`src/rtl/assert_macros.svh`:
```
// Assertion macros shared by the palette matcher modules.
// Depends on signals named clock and reset in the module that expands them.
`ifndef ASSERT_MACROS_SVH
`define ASSERT_MACROS_SVH

// A property checked at every rising clock edge outside reset.
`define NPCM_ASSERT(label, prop, msg) \
   label: assert property (@(posedge clock) disable iff (reset) (prop)) \
      else $error(msg);

// An implication checked in the same cycle outside reset.
`define NPCM_ASSERT_IMPL(label, ante, cons, msg) \
   label: assert property (@(posedge clock) disable iff (reset) (ante) |-> (cons)) \
      else $error(msg);

`endif

```
`src/rtl/npcm_pkg.sv`:
```
// Package for the nearest palette color matcher: widths, palette table,
// the word type handed along the cell chain and the digit encoder.
// No dependencies.
package npcm_pkg;

   // Number of palette entries searched, from 2 up to TABLE_ENTRIES.
   localparam int PALETTE_SIZE  = 32;
   localparam int TABLE_ENTRIES = 32;

   localparam int CHAN_W = 8;
   localparam int IDX_W  = 5;
   localparam int DIST_W = 18;
   localparam int SQ_W   = 2 * CHAN_W;
   localparam int CHAR_W = 7;

   // Registers between the edge that takes a word and the edge that takes
   // its result: one per cell plus the output register.
   localparam int LATENCY = PALETTE_SIZE + 1;

   // ASCII encoding of a base-32 digit.
   localparam logic [CHAR_W-1:0] CHAR_ZERO       = 7'd48;
   localparam logic [CHAR_W-1:0] CHAR_ALPHA_BASE = 7'd87;
   localparam logic [IDX_W-1:0]  DEC_DIGITS      = 5'd10;

   typedef struct packed {
      logic [CHAN_W-1:0] red;
      logic [CHAN_W-1:0] green;
      logic [CHAN_W-1:0] blue;
   } rgb_type;

   // Word handed from one cell to the next.
   typedef struct packed {
      logic              valid;
      rgb_type           pixel;
      logic              row_end;
      logic [IDX_W-1:0]  best_idx;
      logic [DIST_W-1:0] best_dist;
   } cell_word_type;

   localparam rgb_type PALETTE [TABLE_ENTRIES] = '{
      '{8'd0,   8'd0,   8'd0  }, '{8'd255, 8'd255, 8'd255}, '{8'd170, 8'd170, 8'd170},
      '{8'd85,  8'd85,  8'd85 }, '{8'd254, 8'd211, 8'd199}, '{8'd255, 8'd196, 8'd206},
      '{8'd250, 8'd172, 8'd142}, '{8'd255, 8'd139, 8'd131}, '{8'd244, 8'd67,  8'd54 },
      '{8'd233, 8'd30,  8'd99 }, '{8'd226, 8'd102, 8'd158}, '{8'd156, 8'd39,  8'd176},
      '{8'd103, 8'd58,  8'd183}, '{8'd63,  8'd81,  8'd181}, '{8'd0,   8'd70,  8'd112},
      '{8'd5,   8'd113, 8'd151}, '{8'd33,  8'd150, 8'd243}, '{8'd0,   8'd188, 8'd212},
      '{8'd59,  8'd229, 8'd219}, '{8'd151, 8'd253, 8'd220}, '{8'd22,  8'd115, 8'd0  },
      '{8'd55,  8'd169, 8'd60 }, '{8'd137, 8'd230, 8'd66 }, '{8'd215, 8'd255, 8'd7  },
      '{8'd255, 8'd246, 8'd209}, '{8'd248, 8'd203, 8'd140}, '{8'd255, 8'd235, 8'd59 },
      '{8'd255, 8'd193, 8'd7  }, '{8'd255, 8'd152, 8'd0  }, '{8'd255, 8'd87,  8'd34 },
      '{8'd184, 8'd63,  8'd39 }, '{8'd121, 8'd85,  8'd72 }
   };

   // Base-32 digit of an index: 0-9 then a-v.
   function automatic logic [CHAR_W-1:0] digit_of(input logic [IDX_W-1:0] idx);
      if (idx < DEC_DIGITS) begin
         return CHAR_ZERO + CHAR_W'(idx);
      end else begin
         return CHAR_ALPHA_BASE + CHAR_W'(idx);
      end
   endfunction

endpackage

```
`src/rtl/npcm_cell.sv`:
```
// One cell of the matcher chain: scores the passing pixel against one
// palette entry and keeps the closer of that entry and the best so far.
// Depends on npcm_pkg and assert_macros.svh.
`include "assert_macros.svh"

module npcm_cell
   import npcm_pkg::*;
(
   input  logic                 clock,
   input  logic                 reset,
   input  rgb_type              entry_i,
   input  logic [IDX_W-1:0]     entry_idx_i,
   input  cell_word_type        word_i,
   output cell_word_type        word_o
);

   logic [CHAN_W-1:0] diff_r, diff_g, diff_b;
   logic [SQ_W-1:0]   sq_r, sq_g, sq_b;
   logic [DIST_W-1:0] dist_sum;
   cell_word_type     word_in, word_ff;

   // Absolute channel differences against this cell's palette entry.
   always_comb begin
      diff_r = (word_i.pixel.red >= entry_i.red) ? word_i.pixel.red - entry_i.red
                                                 : entry_i.red - word_i.pixel.red;
      diff_g = (word_i.pixel.green >= entry_i.green) ? word_i.pixel.green - entry_i.green
                                                     : entry_i.green - word_i.pixel.green;
      diff_b = (word_i.pixel.blue >= entry_i.blue) ? word_i.pixel.blue - entry_i.blue
                                                   : entry_i.blue - word_i.pixel.blue;
   end

   // Squared Euclidean distance; it never exceeds 3 * 255 * 255.
   always_comb begin
      sq_r = SQ_W'(diff_r) * SQ_W'(diff_r);
      sq_g = SQ_W'(diff_g) * SQ_W'(diff_g);
      sq_b = SQ_W'(diff_b) * SQ_W'(diff_b);
      dist_sum = DIST_W'(sq_r) + DIST_W'(sq_g) + DIST_W'(sq_b);
   end

   // Only a strictly smaller distance takes over, so the lower index wins ties.
   always_comb begin
      word_in = word_i;
      if (dist_sum < word_i.best_dist) begin
         word_in.best_idx  = entry_idx_i;
         word_in.best_dist = dist_sum;
      end
   end

   // Hand the word to the next cell; only the valid bit needs reset.
   always_ff @(posedge clock) begin
      if (reset) begin
         word_ff.valid <= 1'b0;
      end else begin
         word_ff.valid <= word_in.valid;
      end
      word_ff.pixel     <= word_in.pixel;
      word_ff.row_end   <= word_in.row_end;
      word_ff.best_idx  <= word_in.best_idx;
      word_ff.best_dist <= word_in.best_dist;
   end

   assign word_o = word_ff;

   `NPCM_ASSERT_IMPL(a_dist_never_grows, word_ff.valid, word_ff.best_dist <= $past(word_i.best_dist), "Cell raised the best distance.")
   `NPCM_ASSERT_IMPL(a_idx_not_ahead, word_ff.valid, word_ff.best_idx <= $past(entry_idx_i), "Best index lies beyond this cell.")

endmodule

```
`config.mk`:
```
export PLATFORM = sky130hd
export DESIGN_NAME = npcm_cell
export DESIGN_NICKNAME = d
export VERILOG_FILES = /design/src/rtl/npcm_pkg.sv /design/src/rtl/npcm_cell.sv
export VERILOG_INCLUDE_DIRS = /design/src /design/src/rtl
export SDC_FILE = /design/constraint.sdc
export NUM_CORES = 1
export LEC_CHECK = 0
export BUFFER_PORTS_ARGS = -buffer_cell sky130_fd_sc_hd__buf_2
export CORE_MARGIN = 2
export CORE_UTILIZATION = 49
export CTS_BUF_LIST = sky130_fd_sc_hd__clkbuf_8
export DETAILED_ROUTE_END_ITERATION = 6
export PLACE_DENSITY = 0.7
export SYNTH_ARGS = -nofsm -noshare
export SYNTH_HDL_FRONTEND = slang
export SYNTH_SLANG_ARGS = --single-unit
```
`constraint.sdc`:
```
create_clock -name clock -period 12 [get_ports clock]
set_input_delay 1.8 -clock clock [delete_from_list [all_inputs] [get_ports clock]]
set_output_delay 1.8 -clock clock [all_outputs]
set_load 0.05 [all_outputs]
```
Word level (Yosys, flattened, before mapping)
Cells that the tools add are included.
{ "totals": {"ff_bits": 49, "word_cells": 26, "inputBits": 80} }
{ "classes": {"mux": 4, "magnitude_cmp": 4, "mul": 3, "add_sub_neg": 8} }
{ "ops": {"columns": ["operator", "n"], "rows": [
  ["8-bit by 8-bit multiplier with 16-bit output", 3],
  ["8-bit subtractor", 6],
  ["8-bit greater-or-equal comparator", 3],
  ["8-bit 2-to-1 mux", 3],
  ["23-bit 2-to-1 mux", 1],
  ["17-bit by 16-bit adder with 18-bit output", 1],
  ["18-bit less-than comparator", 1],
  ["16-bit by 16-bit adder with 17-bit output", 1]
]} }

Depth between registers and ports, before layout
{ "depth": {"depth_word": 7, "mapped_depth": 41, "ltp_nobuf": 39} }

Worst setup path after synthesis
No wires, ideal clock.
{ "synth_path": {"path_kind": "input port to flip-flop", "from": "input word_i[40] in the netlist's numbering", "to": "register word_ff, in the netlist word_o[18]", "setup_time_ns": 0.121, "arrival_time_ns": 10.673, "cell_stages": 35, "setup_slack_ns": 1.206, "path_buffers": 1, "path_cell_list": "inv_1 > ha_1 > inv_1 > fa_1 > nand3_1 > a31oi_2 > nor2_1 > mux2i_1 > xor2_1 > or2_2 > inv_1 > fa_1 > fa_1 > inv_1 > fa_1 > fa_1 > inv_1 > fa_1 > fa_1 > inv_1 > fa_1 > inv_1 > ha_1 > a21o_1 > a21o_1 > o21ai_0 > nor2_1 > o41ai_1 > xnor2_1 > ha_1 > nand4_1 > or3b_2 > o31a_1 > buf_2 > mux2_2"} }
{ "synth_lines": {"columns": ["item", "line", "text"], "rows": [
  ["start: declaration", "npcm_cell.sv:13", "input cell_word_type word_i,"],
  ["end: declaration", "npcm_cell.sv:20", "cell_word_type word_in, word_ff;"]
]} }

==> flow_summary.toml <==
[outcome]
status = "finished, final reports clean"

[synth]
syn_nets = 1378
yosysSeqAreaShare = 0.107
synth.avg_cell_area_um2 = 9.00
ys_types = 61
yosys_warnings = 0
synth_common_cells = "inv_1 (274), ha_1 (141), fa_1 (139)"
synth_most_common_cell = "inv_1"
synth_ff_type = "dfxtp_1"
synth_area_leaders = "fa_1 (30%), ha_1 (19%), inv_1 (11%)"
ys_seq_elements = 49
synth_top_area_frac = 0.304
yosys.area.top_type = "fa_1"
async_reset_ff_frac = 0
synth_edf_count = 0
syn_inst = 1018
syn_area_um2 = 9170

[global_route]
grt_pass1_wl_um = 32400
antenna_found_initial = 0
first_global_vias = 7091
grt-ovfl-total = 0
grtUsageTotal = 0.201
grt_max_degree = 24

[final_layout]
n_fill_cell = 1729
utilization = 0.552
nets = 1512
fin_cells = 1387
regArea_um2 = 981
drive_gt1_frac = 0.176
area_delta_synth_final_pct = 11.5
multi_input_area_um2 = 7040
diodes = 0
largest_reg_flops = 49

[routing]
ant_nets = 0
viasPerCell = 4.90
dr.pass1.iters = 4
finalWirelength_um = 18900
dr_total_vias = 6802
drt_iter0_markers = 227
drt-wirelength-per-cell_um = 13.7
drc_errors = 0

[floorplan]
dieArea_um2 = 19800
placementRows = 50
initial_core_util = 0.495
ios = 129
fp.dieH_um = 141
coreArea_um2 = 18500
fp.dieW_um = 141

[setup_path]
critical_path_class = "primary input to register"
path_buf_inv = 7
cpMostUsedCell = "fa_1"
crit_fanout = 23
cpPeakStageDelay_ns = 0.81
crit_family = "adder cells"
cp.required_ns = 12.23
cp_num_cells = 34
cp.arrival_ns = 11.47
endpoint_kind = "register"
cp-start-kind = "primary input"
crit_slowest_cell = "xnor2_1"

[sta]
period_share = 0.937
rsz0062_at_grt = "no"
finalMaxSlewViolations = 0
setup_viol = 0
max_freq_ghz = 0.0889
min_period_ns = 11.25
slew_headroom = 0.313
hold_viol_final = 0
setup_tns_ns = 0
worst_pin_slew_ns = 1.02

[clock_tree]
cts_resized = 0
cts_hold_buf = 0
root_buffer = "clkbuf_8"
htree_levels = 2
post_cts_buffers = 0
cts_buffers = 5
path_clk_slew_ns = 0.11
cts.path.max_buffers = 2
cts_tree = "built"
cts.sinks = 49

[place]
dpl.hpwl_um = 16600
gp_congestion = 0.883
io_buffer_count = 128
placedCellCount = 1379

[worst_hold_path]
hold_path_depth = 1
hold_path.class = "primary input to register"

[job]
drv_cap = 0
logic make-up (layout without fill, tap and decap cells):
logic type	count (synthesis)	in the layout	share of synthesized area
and+or+nand+nor	189	189	0.101
adders and majority gates	280	280	0.496
AOI/OAI and AO/OA	133	133	0.0928
muxes	35	35	0.0418
DFF	49	49	0.107
xor gates and xnor gates	36	36	0.0369
buffers and inverters	296	431	0.125
area by class of cell:
type,count,share of cell area
clock buffers,5,0.00673
multi-input cells,673,0.689
inverters,275,0.101
well taps,234,0.0286
flip-flops and latches,49,0.0959
clock inverters,3,0.00184
repair buffers,148,0.0773
layout by cell type, fill, tap and decap left out, drive strengths merged, types with 3 or more instances in the layout:
| master | Yosys | routed |
|---|---|---|
| o31ai | 4 | 4 |
| o21a | 6 | 6 |
| nand2b | 19 | 19 |
| and3 | 5 | 5 |
| a21o | 15 | 15 |
| a21oi | 46 | 46 |
| nor3 | 5 | 5 |
| or2 | 10 | 10 |
| xnor2 | 20 | 20 |
| dfxtp | 49 | 49 |
| o21ai | 26 | 26 |
| nand2 | 23 | 23 |
| ha | 141 | 141 |
| clkbuf | 7 | 5 |
| a31oi | 8 | 8 |
| nor2b | 19 | 19 |
| a21boi | 3 | 3 |
| and2 | 6 | 6 |
| buf | 14 | 148 |
| fa | 139 | 139 |
| a211oi | 4 | 4 |
| mux2 | 26 | 26 |
| nand4 | 7 | 7 |
| nor2 | 80 | 80 |
| o211ai | 3 | 3 |
| mux2i | 9 | 9 |
| inv | 275 | 276 |
| xor2 | 16 | 16 |
| nand3 | 8 | 8 |
worst paths after layout:
check                       start         end
worst max-delay path  entry_i[21]  word_o[17]
worst min-delay path   word_i[23]  word_o[23]
through the flow:
| stage | cell area [µm²] | setup WS (ns) | hold slack [ns] |
|---|---|---|---|
| after detailed placement | 10100 | 0.417 | 1.90 |
| after CTS | 10200 | 0.745 | 1.53 |
| final | 10200 | 0.754 | 1.55 |
| after global placement | 10100 | 0.525 | 1.90 |
| after global routing | 10200 | 0.198 | 1.53 |
| after floorplan | 9170 | 1.21 | 1.83 |
routing by layer:
layer / share of wire / global-route usage / up-vias / wire length (µm)
li1: - / - / 3402 / -
met1: 0.46 / 0.267 / 3205 / 8780
met2: 0.46 / 0.345 / 168 / 8790
met3: 0.047 / 0.0313 / 27 / 894
met4: 0.025 / 0.0537 / 0 / 467
met5: 0 / 0 / - / 0
Power is left out: the tool's default activity adds up to more than one toggle a clock period on the data nets, which glitch-free logic cannot reach.
